<file path="config.mk">
export PLATFORM = sky130hd
export DESIGN_NAME = at_time_command_parser
export DESIGN_NICKNAME = d
export VERILOG_FILES = /design/src/hw/rtl/atcp_pkg.sv /design/src/hw/rtl/atcp_pill_mem.sv /design/src/hw/rtl/atcp_ctrl.sv /design/src/hw/rtl/atcp_out_skid.sv /design/src/hw/rtl/at_time_command_parser.sv
export SDC_FILE = /design/constraint.sdc
export NUM_CORES = 1
export LEC_CHECK = 0
export BUFFER_PORTS_ARGS = -buffer_cell sky130_fd_sc_hd__buf_2
export CELL_PAD_IN_SITES_DETAIL_PLACEMENT = 0
export CELL_PAD_IN_SITES_GLOBAL_PLACEMENT = 1
export CORE_MARGIN = 2
export CORE_UTILIZATION = 57
export DETAILED_ROUTE_END_ITERATION = 10
export GPL_ROUTABILITY_DRIVEN = 1
export PLACE_DENSITY = 0.93
export SYNTH_ARGS = -nofsm -noshare
export SYNTH_HDL_FRONTEND = slang
export SYNTH_HIERARCHICAL = 1
export SYNTH_SLANG_ARGS = --single-unit
</file>
<file path="constraint.sdc">
create_clock -name clk -period 11.5 [get_ports clk]
set_input_delay 1.15 -clock clk [delete_from_list [all_inputs] [get_ports clk]]
set_output_delay 1.15 -clock clk [all_outputs]
set_load 0.03 [all_outputs]
</file>
<file path="src/hw/rtl/atcp_pkg.sv">
// ----------------------------------------------------------------------------
// atcp_pkg
// Types, character codes and the shared d:hh:mm:ss: field parser used by the
// time and pill command paths of the command parser.
// ----------------------------------------------------------------------------
package atcp_pkg;

  localparam int TIME_PFX_LEN = 15;
  localparam int PILL_PFX_LEN = 8;

  localparam int SLOT_W  = 4;
  localparam int TOTAL_W = 5;

  localparam logic [7:0] CH_COLON = 8'h3A;
  localparam logic [7:0] CH_E     = 8'h45;
  localparam logic [7:0] CH_ZERO  = 8'h30;
  localparam logic [7:0] CH_NINE  = 8'h39;

  // field positions of d:hh:mm:ss:
  localparam logic [3:0] FP_DAY    = 4'd0;
  localparam logic [3:0] FP_SEP_D  = 4'd1;
  localparam logic [3:0] FP_HOUR_T = 4'd2;
  localparam logic [3:0] FP_HOUR_U = 4'd3;
  localparam logic [3:0] FP_SEP_H  = 4'd4;
  localparam logic [3:0] FP_MIN_T  = 4'd5;
  localparam logic [3:0] FP_MIN_U  = 4'd6;
  localparam logic [3:0] FP_SEP_M  = 4'd7;
  localparam logic [3:0] FP_SEC_T  = 4'd8;
  localparam logic [3:0] FP_SEC_U  = 4'd9;
  localparam logic [3:0] FP_END    = 4'd10;

  localparam logic [3:0] DAY_MAX    = 4'd7;
  localparam logic [3:0] HOUR_T_MAX = 4'd2;
  localparam logic [3:0] MIN_T_MAX  = 4'd5;
  localparam logic [3:0] SEC_T_MAX  = 4'd6;
  localparam logic [3:0] UNIT_MAX   = 4'd9;

  typedef enum logic [1:0] {
    EV_NONE         = 2'd0,
    EV_TIME_SET     = 2'd1,
    EV_LIST_END     = 2'd2,
    EV_ENTRY_STORED = 2'd3
  } event_t;

  typedef enum logic [1:0] {
    PS_REJECT   = 2'd0,
    PS_CONSUMED = 2'd1,
    PS_COMPLETE = 2'd2
  } pstat_t;

  typedef struct packed {
    logic [2:0] day;
    logic [4:0] hour;
    logic [5:0] minute;
    logic [6:0] second;
  } clock_t;

  typedef struct packed {
    pstat_t     stat;
    logic [3:0] fpos;
    clock_t     entry;
  } pstep_t;

  typedef struct packed {
    event_t               ev;
    clock_t               shown;
    logic [SLOT_W-1:0]    slot;
    logic [TOTAL_W-1:0]   total;
    logic                 full;
  } result_t;

  function automatic logic [7:0] time_prefix_char(input logic [3:0] idx);
    logic [7:0] ch;
    unique case (idx)
      4'd0:    ch = 8'h41; // A
      4'd1:    ch = 8'h54; // T
      4'd2:    ch = 8'h2B; // +
      4'd3:    ch = 8'h43; // C
      4'd4:    ch = 8'h55; // U
      4'd5:    ch = 8'h52; // R
      4'd6:    ch = 8'h52; // R
      4'd7:    ch = 8'h45; // E
      4'd8:    ch = 8'h4E; // N
      4'd9:    ch = 8'h54; // T
      4'd10:   ch = 8'h54; // T
      4'd11:   ch = 8'h49; // I
      4'd12:   ch = 8'h4D; // M
      4'd13:   ch = 8'h45; // E
      4'd14:   ch = 8'h3A; // :
      default: ch = 8'h00;
    endcase
    return ch;
  endfunction

  function automatic logic [7:0] pill_prefix_char(input logic [2:0] idx);
    logic [7:0] ch;
    unique case (idx)
      3'd0:    ch = 8'h41; // A
      3'd1:    ch = 8'h54; // T
      3'd2:    ch = 8'h2B; // +
      3'd3:    ch = 8'h50; // P
      3'd4:    ch = 8'h49; // I
      3'd5:    ch = 8'h4C; // L
      3'd6:    ch = 8'h4C; // L
      default: ch = 8'h3A; // :
    endcase
    return ch;
  endfunction

  // one parse step at field position fpos on character c
  function automatic pstep_t parse_step(input logic [3:0] fpos, input logic [7:0] c,
                                        input clock_t cur);
    logic       is_dig;
    logic [3:0] d;
    pstep_t     r;
    is_dig  = (c >= CH_ZERO) && (c <= CH_NINE);
    d       = c[3:0];
    r.stat  = PS_CONSUMED;
    r.fpos  = fpos + 4'd1;
    r.entry = cur;
    unique case (fpos)
      FP_DAY: begin
        if (is_dig && d <= DAY_MAX) r.entry.day = d[2:0];
        else r.stat = PS_REJECT;
      end
      FP_HOUR_T: begin
        if (is_dig && d <= HOUR_T_MAX) r.entry.hour = 5'(d) * 5'd10;
        else r.stat = PS_REJECT;
      end
      FP_HOUR_U: begin
        if (is_dig && d <= UNIT_MAX) r.entry.hour = cur.hour + 5'(d);
        else r.stat = PS_REJECT;
      end
      FP_MIN_T: begin
        if (is_dig && d <= MIN_T_MAX) r.entry.minute = 6'(d) * 6'd10;
        else r.stat = PS_REJECT;
      end
      FP_MIN_U: begin
        if (is_dig && d <= UNIT_MAX) r.entry.minute = cur.minute + 6'(d);
        else r.stat = PS_REJECT;
      end
      FP_SEC_T: begin
        if (is_dig && d <= SEC_T_MAX) r.entry.second = 7'(d) * 7'd10;
        else r.stat = PS_REJECT;
      end
      FP_SEC_U: begin
        if (is_dig && d <= UNIT_MAX) r.entry.second = cur.second + 7'(d);
        else r.stat = PS_REJECT;
      end
      FP_SEP_D, FP_SEP_H, FP_SEP_M: begin
        if (c != CH_COLON) r.stat = PS_REJECT;
      end
      FP_END: begin
        r.stat = (c == CH_COLON) ? PS_COMPLETE : PS_REJECT;
        r.fpos = FP_DAY;
      end
      default: begin
        r.stat = PS_REJECT;
      end
    endcase
    if (r.stat == PS_REJECT) r.fpos = FP_DAY;
    return r;
  endfunction

endpackage

</file>
<file path="src/hw/rtl/atcp_pill_mem.sv">
// ----------------------------------------------------------------------------
// atcp_pill_mem
// Pill table storage: one write port, one registered read port, with the
// write of the same cycle forwarded to the read data.
// ----------------------------------------------------------------------------
module atcp_pill_mem #(
  parameter int DEPTH = 16,
  localparam int IDX_W = (DEPTH > 1) ? $clog2(DEPTH) : 1
) (
  input  logic                   clk,
  input  logic                   wr_en,
  input  logic [IDX_W-1:0]       wr_addr,
  input  atcp_pkg::clock_t       wr_data,
  input  logic [IDX_W-1:0]       rd_addr,
  output atcp_pkg::clock_t       rd_data
);

  atcp_pkg::clock_t mem [DEPTH];

  always_ff @(posedge clk) begin
    if (wr_en) mem[wr_addr] <= wr_data;
    if (wr_en && wr_addr == rd_addr) rd_data <= wr_data;
    else rd_data <= mem[rd_addr];
  end

endmodule

</file>
<file path="src/hw/rtl/atcp_ctrl.sv">
// ----------------------------------------------------------------------------
// atcp_ctrl
// Prefix matchers, shared field counter, current time and pill counters.
// Reads the pill entry being built; writes it back on consumed bytes with room.
// ----------------------------------------------------------------------------
module atcp_ctrl #(
  parameter int TABLE_DEPTH = 16,
  localparam int IDX_W = (TABLE_DEPTH > 1) ? $clog2(TABLE_DEPTH) : 1
) (
  input  logic                 clk,
  input  logic                 rst,
  input  logic                 accept,
  input  logic [7:0]           rx_byte,
  input  atcp_pkg::clock_t     rd_entry,
  output logic                 wr_en,
  output logic [IDX_W-1:0]     wr_addr,
  output atcp_pkg::clock_t     wr_data,
  output logic [IDX_W-1:0]     rd_addr,
  output atcp_pkg::result_t    res
);

  localparam int CNT_W = $clog2(TABLE_DEPTH + 1);
  localparam int SW    = (CNT_W > atcp_pkg::SLOT_W) ? CNT_W : atcp_pkg::SLOT_W;
  localparam int TW    = atcp_pkg::TOTAL_W;

  logic [3:0]        tpos, tpos_next;
  logic              t_act, t_act_next;
  logic [2:0]        ppos, ppos_next;
  logic              p_act, p_act_next;
  logic [CNT_W-1:0]  parsed, parsed_next;
  logic [CNT_W-1:0]  total, total_next;
  logic [3:0]        fpos, fpos_next;
  atcp_pkg::clock_t  now_t, now_next;
  atcp_pkg::clock_t  drop, drop_next;

  atcp_pkg::pstep_t  t_step, p_step;
  atcp_pkg::clock_t  tgt;
  logic [3:0]        fp1;
  logic              room;
  logic [SW-1:0]     slot_w;

  assign room    = parsed < CNT_W'(TABLE_DEPTH);
  assign tgt     = room ? rd_entry : drop;
  assign t_step  = atcp_pkg::parse_step(fpos, rx_byte, now_t);
  assign fp1     = t_act ? t_step.fpos : fpos;
  assign p_step  = atcp_pkg::parse_step(fp1, rx_byte, tgt);
  assign wr_addr = parsed[IDX_W-1:0];
  assign wr_data = p_step.entry;
  assign slot_w  = SW'(parsed);

  // next item reads the entry it will modify
  assign rd_addr = rst ? '0 : parsed_next[IDX_W-1:0];

  always_comb begin
    tpos_next   = tpos;
    t_act_next  = t_act;
    ppos_next   = ppos;
    p_act_next  = p_act;
    parsed_next = parsed;
    total_next  = total;
    fpos_next   = fpos;
    now_next    = now_t;
    drop_next   = drop;
    wr_en       = 1'b0;
    res.ev      = atcp_pkg::EV_NONE;
    res.shown   = '0;
    res.slot    = '0;
    res.full    = 1'b0;
    if (accept) begin
      fpos_next = fp1;
      if (t_act) begin
        now_next = t_step.entry;
        if (t_step.stat != atcp_pkg::PS_CONSUMED) t_act_next = 1'b0;
      end else if (rx_byte == atcp_pkg::time_prefix_char(tpos)) begin
        if (tpos == 4'(atcp_pkg::TIME_PFX_LEN - 1)) begin
          tpos_next  = '0;
          t_act_next = 1'b1;
        end else begin
          tpos_next = tpos + 4'd1;
        end
      end else begin
        tpos_next = '0;
      end

      if (t_act && t_step.stat == atcp_pkg::PS_COMPLETE) begin
        // completed time command keeps the byte from the pill side
        res.ev    = atcp_pkg::EV_TIME_SET;
        res.shown = t_step.entry;
      end else if (p_act) begin
        if (rx_byte == atcp_pkg::CH_E) begin
          p_act_next  = 1'b0;
          parsed_next = '0;
          res.ev      = atcp_pkg::EV_LIST_END;
        end else begin
          fpos_next = p_step.fpos;
          unique case (p_step.stat)
            atcp_pkg::PS_REJECT: begin
              p_act_next  = 1'b0;
              parsed_next = '0;
            end
            atcp_pkg::PS_CONSUMED: begin
              if (room) wr_en = 1'b1;
              else drop_next = p_step.entry;
            end
            atcp_pkg::PS_COMPLETE: begin
              res.shown = tgt;
              if (room) begin
                res.slot    = slot_w[atcp_pkg::SLOT_W-1:0];
                parsed_next = parsed + CNT_W'(1);
                total_next  = parsed + CNT_W'(1);
                res.ev      = atcp_pkg::EV_ENTRY_STORED;
              end else begin
                res.full = 1'b1;
              end
            end
            default: begin
              p_act_next = p_act;
            end
          endcase
        end
      end else if (rx_byte == atcp_pkg::pill_prefix_char(ppos)) begin
        if (ppos == 3'(atcp_pkg::PILL_PFX_LEN - 1)) begin
          ppos_next  = '0;
          p_act_next = 1'b1;
        end else begin
          ppos_next = ppos + 3'd1;
        end
      end else begin
        ppos_next = '0;
      end
    end
    res.total = TW'(total_next);
  end

  always_ff @(posedge clk) begin
    if (rst) begin
      tpos   <= '0;
      t_act  <= 1'b0;
      ppos   <= '0;
      p_act  <= 1'b0;
      parsed <= '0;
      total  <= '0;
      fpos   <= '0;
      now_t  <= '0;
      drop   <= '0;
    end else begin
      tpos   <= tpos_next;
      t_act  <= t_act_next;
      ppos   <= ppos_next;
      p_act  <= p_act_next;
      parsed <= parsed_next;
      total  <= total_next;
      fpos   <= fpos_next;
      now_t  <= now_next;
      drop   <= drop_next;
    end
  end

endmodule

</file>
<file path="src/hw/rtl/atcp_out_skid.sv">
// ----------------------------------------------------------------------------
// atcp_out_skid
// Two-deep result buffer: output register plus skid register, so a new
// transaction can be taken while the current result waits.
// ----------------------------------------------------------------------------
module atcp_out_skid (
  input  logic                clk,
  input  logic                rst,
  input  logic                push,
  input  atcp_pkg::result_t   push_res,
  input  logic                stall,
  output logic                valid,
  output atcp_pkg::result_t   res,
  output logic                full
);

  logic              skid_valid;
  atcp_pkg::result_t skid_res;
  logic              out_free;

  assign out_free = !valid || !stall;
  assign full     = skid_valid;

  always_ff @(posedge clk) begin
    if (rst) begin
      valid      <= 1'b0;
      skid_valid <= 1'b0;
    end else if (out_free) begin
      if (skid_valid) begin
        valid      <= 1'b1;
        res        <= skid_res;
        skid_valid <= 1'b0;
      end else begin
        valid <= push;
        if (push) res <= push_res;
      end
    end else if (push) begin
      skid_valid <= 1'b1;
      skid_res   <= push_res;
    end
  end

endmodule

</file>
<file path="src/hw/rtl/at_time_command_parser.sv">
// ----------------------------------------------------------------------------
// at_time_command_parser
// Serial command parser for current-time and pill-list commands.
// ----------------------------------------------------------------------------
// Bytes enter on rx_valid / rx_stall / rx_byte; a transaction completes when
// rx_valid is high and rx_stall is low. Every accepted byte yields exactly
// one result on res_valid / res_stall with event_res, the time fields,
// entry_slot, entry_total and table_full.
// Results are registered in the output or, on a stall, the skid register.
// Throughput: one byte per cycle while rx_stall is low. The pill entry under
// construction lives in the pill table memory; its read for the next byte is
// issued in the same cycle as the write-back, with written data forwarded.
// Reset clears both prefix matchers, the field counter, the current time,
// the pill counters and the drop entry; pill table contents stay undefined
// until written. No clearing pass is needed, the block accepts at once.
// When the receiver holds res_stall, one more result is kept in a skid
// register; rx_stall then rises until the skid register empties.
// ----------------------------------------------------------------------------
module at_time_command_parser #(
  parameter int TABLE_DEPTH = 16
) (
  input  logic       clk,
  input  logic       rst,
  input  logic       rx_valid,
  output logic       rx_stall,
  input  logic [7:0] rx_byte,
  output logic       res_valid,
  input  logic       res_stall,
  output logic [1:0] event_res,
  output logic [2:0] time_day,
  output logic [4:0] time_hour,
  output logic [5:0] time_minute,
  output logic [6:0] time_second,
  output logic [3:0] entry_slot,
  output logic [4:0] entry_total,
  output logic       table_full
);

  localparam int IDX_W = (TABLE_DEPTH > 1) ? $clog2(TABLE_DEPTH) : 1;

  logic              accept;
  logic              wr_en;
  logic [IDX_W-1:0]  wr_addr;
  logic [IDX_W-1:0]  rd_addr;
  atcp_pkg::clock_t  wr_data;
  atcp_pkg::clock_t  rd_entry;
  atcp_pkg::result_t step_res;
  atcp_pkg::result_t out_res;
  logic              skid_full;

  assign rx_stall = skid_full;
  assign accept   = rx_valid && !skid_full;

  atcp_pill_mem #(
    .DEPTH (TABLE_DEPTH)
  ) u_mem (
    .clk     (clk),
    .wr_en   (wr_en),
    .wr_addr (wr_addr),
    .wr_data (wr_data),
    .rd_addr (rd_addr),
    .rd_data (rd_entry)
  );

  atcp_ctrl #(
    .TABLE_DEPTH (TABLE_DEPTH)
  ) u_ctrl (
    .clk      (clk),
    .rst      (rst),
    .accept   (accept),
    .rx_byte  (rx_byte),
    .rd_entry (rd_entry),
    .wr_en    (wr_en),
    .wr_addr  (wr_addr),
    .wr_data  (wr_data),
    .rd_addr  (rd_addr),
    .res      (step_res)
  );

  atcp_out_skid u_out (
    .clk      (clk),
    .rst      (rst),
    .push     (accept),
    .push_res (step_res),
    .stall    (res_stall),
    .valid    (res_valid),
    .res      (out_res),
    .full     (skid_full)
  );

  assign event_res   = out_res.ev;
  assign time_day    = out_res.shown.day;
  assign time_hour   = out_res.shown.hour;
  assign time_minute = out_res.shown.minute;
  assign time_second = out_res.shown.second;
  assign entry_slot  = out_res.slot;
  assign entry_total = out_res.total;
  assign table_full  = out_res.full;

endmodule

</file>
==> results.json <==
{
  "utilization": 0.6246,
  "final_cell_mix": "402 x edfxtp_1, 126 x nor2_1, 103 x nand2_1",
  "final-setup-viol-count": 0,
  "cts.clk_slew.worst_paths_ns": 0.06,
  "synthCells": 1596,
  "clock-sinks": 480,
  "hold_class": "reg2reg",
  "endpoint_kind": "flop",
  "drt_wl_total_um": 60010,
  "r2r_end": "u_mem/mem[2][16]$_DFFE_PP_",
  "port_buffers": 46,
  "cts_resized": 0,
  "tns_ns": 0,
  "cts_made_buffers": 46,
  "drive_gt1_frac": 0.1704,
  "r2r_slack_ns": 5.19,
  "r2r_cells": 12,
  "antenna_found_initial": 2,
  "core_um2": 39550,
  "rr_startpoint": "u_ctrl/fpos[1]$_SDFFE_PP0P_",
  "grt_max_degree": 52,
  "cts_setup_buffers": 0,
  "grt_pass1_vias": 13928,
  "drv_slew": 0,
  "holdBufCountCts": 0,
  "synth_edf_count": 402,
  "synthFlopType": "edfxtp_1",
  "ys_seq_area_frac": 0.6005,
  "grt_setup_unrepaired": "false",
  "multi_input_area_um2": 8433,
  "first_iter_violations": 1739,
  "rows": 73,
  "startpoint_type": "primary input",
  "cpMaxStageDelayCell": "a21oi_1",
  "yosys_warnings": 6,
  "tightest_slew_ns": 1.253,
  "min-delay-start": "u_ctrl/total[1]$_SDFF_PP0_",
  "ios": 47,
  "hold_viol": 0,
  "crit_fanout": 27,
  "hold_end": "u_ctrl/total[1]$_SDFF_PP0_",
  "fill_cells": 2852,
  "synthArstFlopShare": 0,
  "p_sw_w": 0.0007087,
  "mostFrequentLayoutCell": "edfxtp_1",
  "pwr-share-comb": 0.023,
  "yosysUniqueCellTypes": 91,
  "status": "finished clean",
  "grt_pass1_wl_um": 89950,
  "crit_path_max_incr_delay_ns": 1.00,
  "die_y_um": 203.6,
  "crit_required_ns": 11.69,
  "fin_crit_ns": 6.344,
  "htree_num_levels": 2,
  "p_int_w": 0.002633,
  "cp_data_arrival_time_ns": 6.54,
  "via_per_inst": 6.586,
  "seq_area_um2": 13640,
  "clk_latency_ns": 0.60,
  "syn_nets": 1659,
  "synth_area_per_cell_um2": 14.22,
  "hpwlAfterDp_um": 37670,
  "p_leak_nw": 8.134,
  "finalPower_w": 0.003341,
  "syn_area_um2": 22700,
  "area_growth_pct": 8.801,
  "power.density_nw_per_um2": 135.3,
  "vias": 14403,
  "track_usage": 0.2950,
  "ir_drop_mv": 0.1544,
  "finalCritPeriodShare": 0.5517,
  "routedWlPerCell_um": 27.44,
  "worstSetupPathType": "in2reg",
  "p_clk_frac": 0.418,
  "dieArea_um2": 41440,
  "skew_ns": 0.02523,
  "power_frac_seq": 0.559,
  "ys_ff_latch": 480,
  "nets": 1686,
  "dr.pass1.iters": 6,
  "postRouteAntennaNets": 0,
  "cts_buffer_depth": 3,
  "slew_headroom": 0.1638,
  "hold_depth": 2,
  "start_util": 0.5740,
  "path_cells": "buf_2 > nand3_1 > a32o_1 > o31ai_4 > a31o_1 > xnor2_1 > a22oi_2 > a21oi_1 > and2_1 > or3b_1 > nor2_2",
  "hold_slack_ns": 0.4614,
  "gp_congestion": 0.9285,
  "grt.overflow.total": 0,
  "drc": 0,
  "switching_share": 0.2121,
  "fmax_mhz": 157.6,
  "cap_violations": 0,
  "cts-root-buf": "clkbuf_16",
  "tritoncts": "done",
  "dieWidth_um": 203.6
}
==> sequential cells by signal (all words and copies together), names as in the netlist, named ones only <==
name,flops
u_ctrl/drop,21
u_ctrl/fpos,4
u_ctrl/now_t,21
u_ctrl/p_act,1
u_ctrl/parsed,5
u_ctrl/ppos,3
u_ctrl/t_act,1
u_ctrl/total,5
u_ctrl/tpos,4
u_mem/mem,336
u_out/full,1
u_out/res,33
u_out/skid_res,33
u_out/valid,1
==> kinds of logic (layout without fill, tap and decap cells) <==
family                   Yosys count  in the layout  share of synthesized area
flip-flops                       480            480                     0.6005
AND/OR/NAND/NOR                  402            402                    0.08542
AO/OA/AOI/OAI                    323            323                    0.09970
multiplexers                     175            175                     0.1380
buffers and inverters            128            193                    0.03169
adder cells (fa/ha/maj)           51             51                    0.03042
XOR/XNOR                          37             37                    0.01427
other                              0              1                          0
==> power by group through the flow <==
stage                     Sequential (W)  Clock, W  Combinational (W)
final                            0.00187   0.00140          0.0000774
after global routing             0.00187   0.00148          0.0000829
after CTS                        0.00187   0.00142          0.0000770
after detailed placement         0.00191         0          0.0000766
after global placement           0.00191         0          0.0000753
after floorplan                  0.00192         0          0.0000408
==> critical path: cells and delay by family <==
kind                      cells  cell delay [ns]
AOI/OAI and AO/OA             5             2.55
and+or+nand+nor               4             2.07
buffers and inverters         1             0.51
xor gates and xnor gates      1             0.20
==> metal layers <==
| layer | up-vias | GRT usage | wire length [um] |
|---|---|---|---|
| li1 | 6290 | - | - |
| met1 | 7133 | 0.4057 | 23500 |
| met2 | 848 | 0.4587 | 27730 |
| met3 | 132 | 0.05305 | 5856 |
| met4 | 0 | 0.1436 | 2925 |
| met5 | - | 0 | 0 |
==> cell type report <==
type                            count  area share
Antenna cell                        1   0.0001013
Clock buffer                       58     0.04842
Clock inverter                     28    0.006990
Inverter                           24    0.003647
Multi-Input combinational cell    988      0.3414
Sequential cell                   480      0.5523
Tap cell                          525     0.02659
Timing Repair Buffer               83     0.02057
==> how the worst max path moves through the flow <==
stage	endpoint	slack, ns	cells past startpoint	from
final	u_mem/mem[2][16]$_DFFE_PP_	5.16	11	rx_byte[2]
after global routing	u_mem/mem[2][15]$_DFFE_PP_	4.98	12	u_ctrl/fpos[1]$_SDFFE_PP0P_
after CTS	u_mem/mem[2][18]$_DFFE_PP_	5.28	11	rx_byte[2]
after detailed placement	u_mem/mem[1][16]$_DFFE_PP_	4.74	11	rx_byte[2]
after global placement	u_mem/mem[1][13]$_DFFE_PP_	4.96	11	rx_byte[2]
after floorplan	u_mem/mem[0][0]$_DFFE_PP_	5.72	14	rx_byte[5]
==> synthesized netlist by cell type (6+ instances only) <==
cell type,count,share of area
and2_1,24,0.0066
mux2i_1,43,0.019
fa_1,7,0.0062
a31o_1,6,0.0023
mux4_1,37,0.043
o21a_1,6,0.0020
a22oi_1,55,0.018
dfxtp_1,78,0.069
nor2_1,138,0.023
nor4_1,9,0.0025
nor3b_1,9,0.0030
buf_2,20,0.0044
a21oi_1,82,0.018
nand3b_1,7,0.0023
nand2_1,103,0.017
ha_1,44,0.024
nor3_1,29,0.0064
nand2b_1,11,0.0030
inv_1,23,0.0038
edfxtp_1,402,0.53
xor2_1,19,0.0073
a21o_1,13,0.0043
o21ai_0,43,0.0095
nand3_1,25,0.0055
a211oi_1,21,0.0069
o22ai_1,8,0.0022
buf_1,12,0.0020
mux4_2,49,0.049
xnor2_1,18,0.0069
mux2_4,29,0.019
nor2b_1,16,0.0044
clkbuf_1,52,0.0086
o211ai_1,7,0.0023
mux2_2,17,0.0084
buf_12,9,0.0079
==> metrics by stage <==
stage / std cells / setup WS, ns / cell area (um^2)
3_5_place_dp: 2100 / 4.737 / 23330
2_1_floorplan: 1596 / 5.715 / 22700
3_3_place_gp: 2100 / 4.957 / 23330
4_1_cts: 2186 / 5.284 / 24700
5_1_grt: 2186 / 4.977 / 24700
6_report: 2187 / 5.156 / 24700
Power figures use the tool's default switching activity.
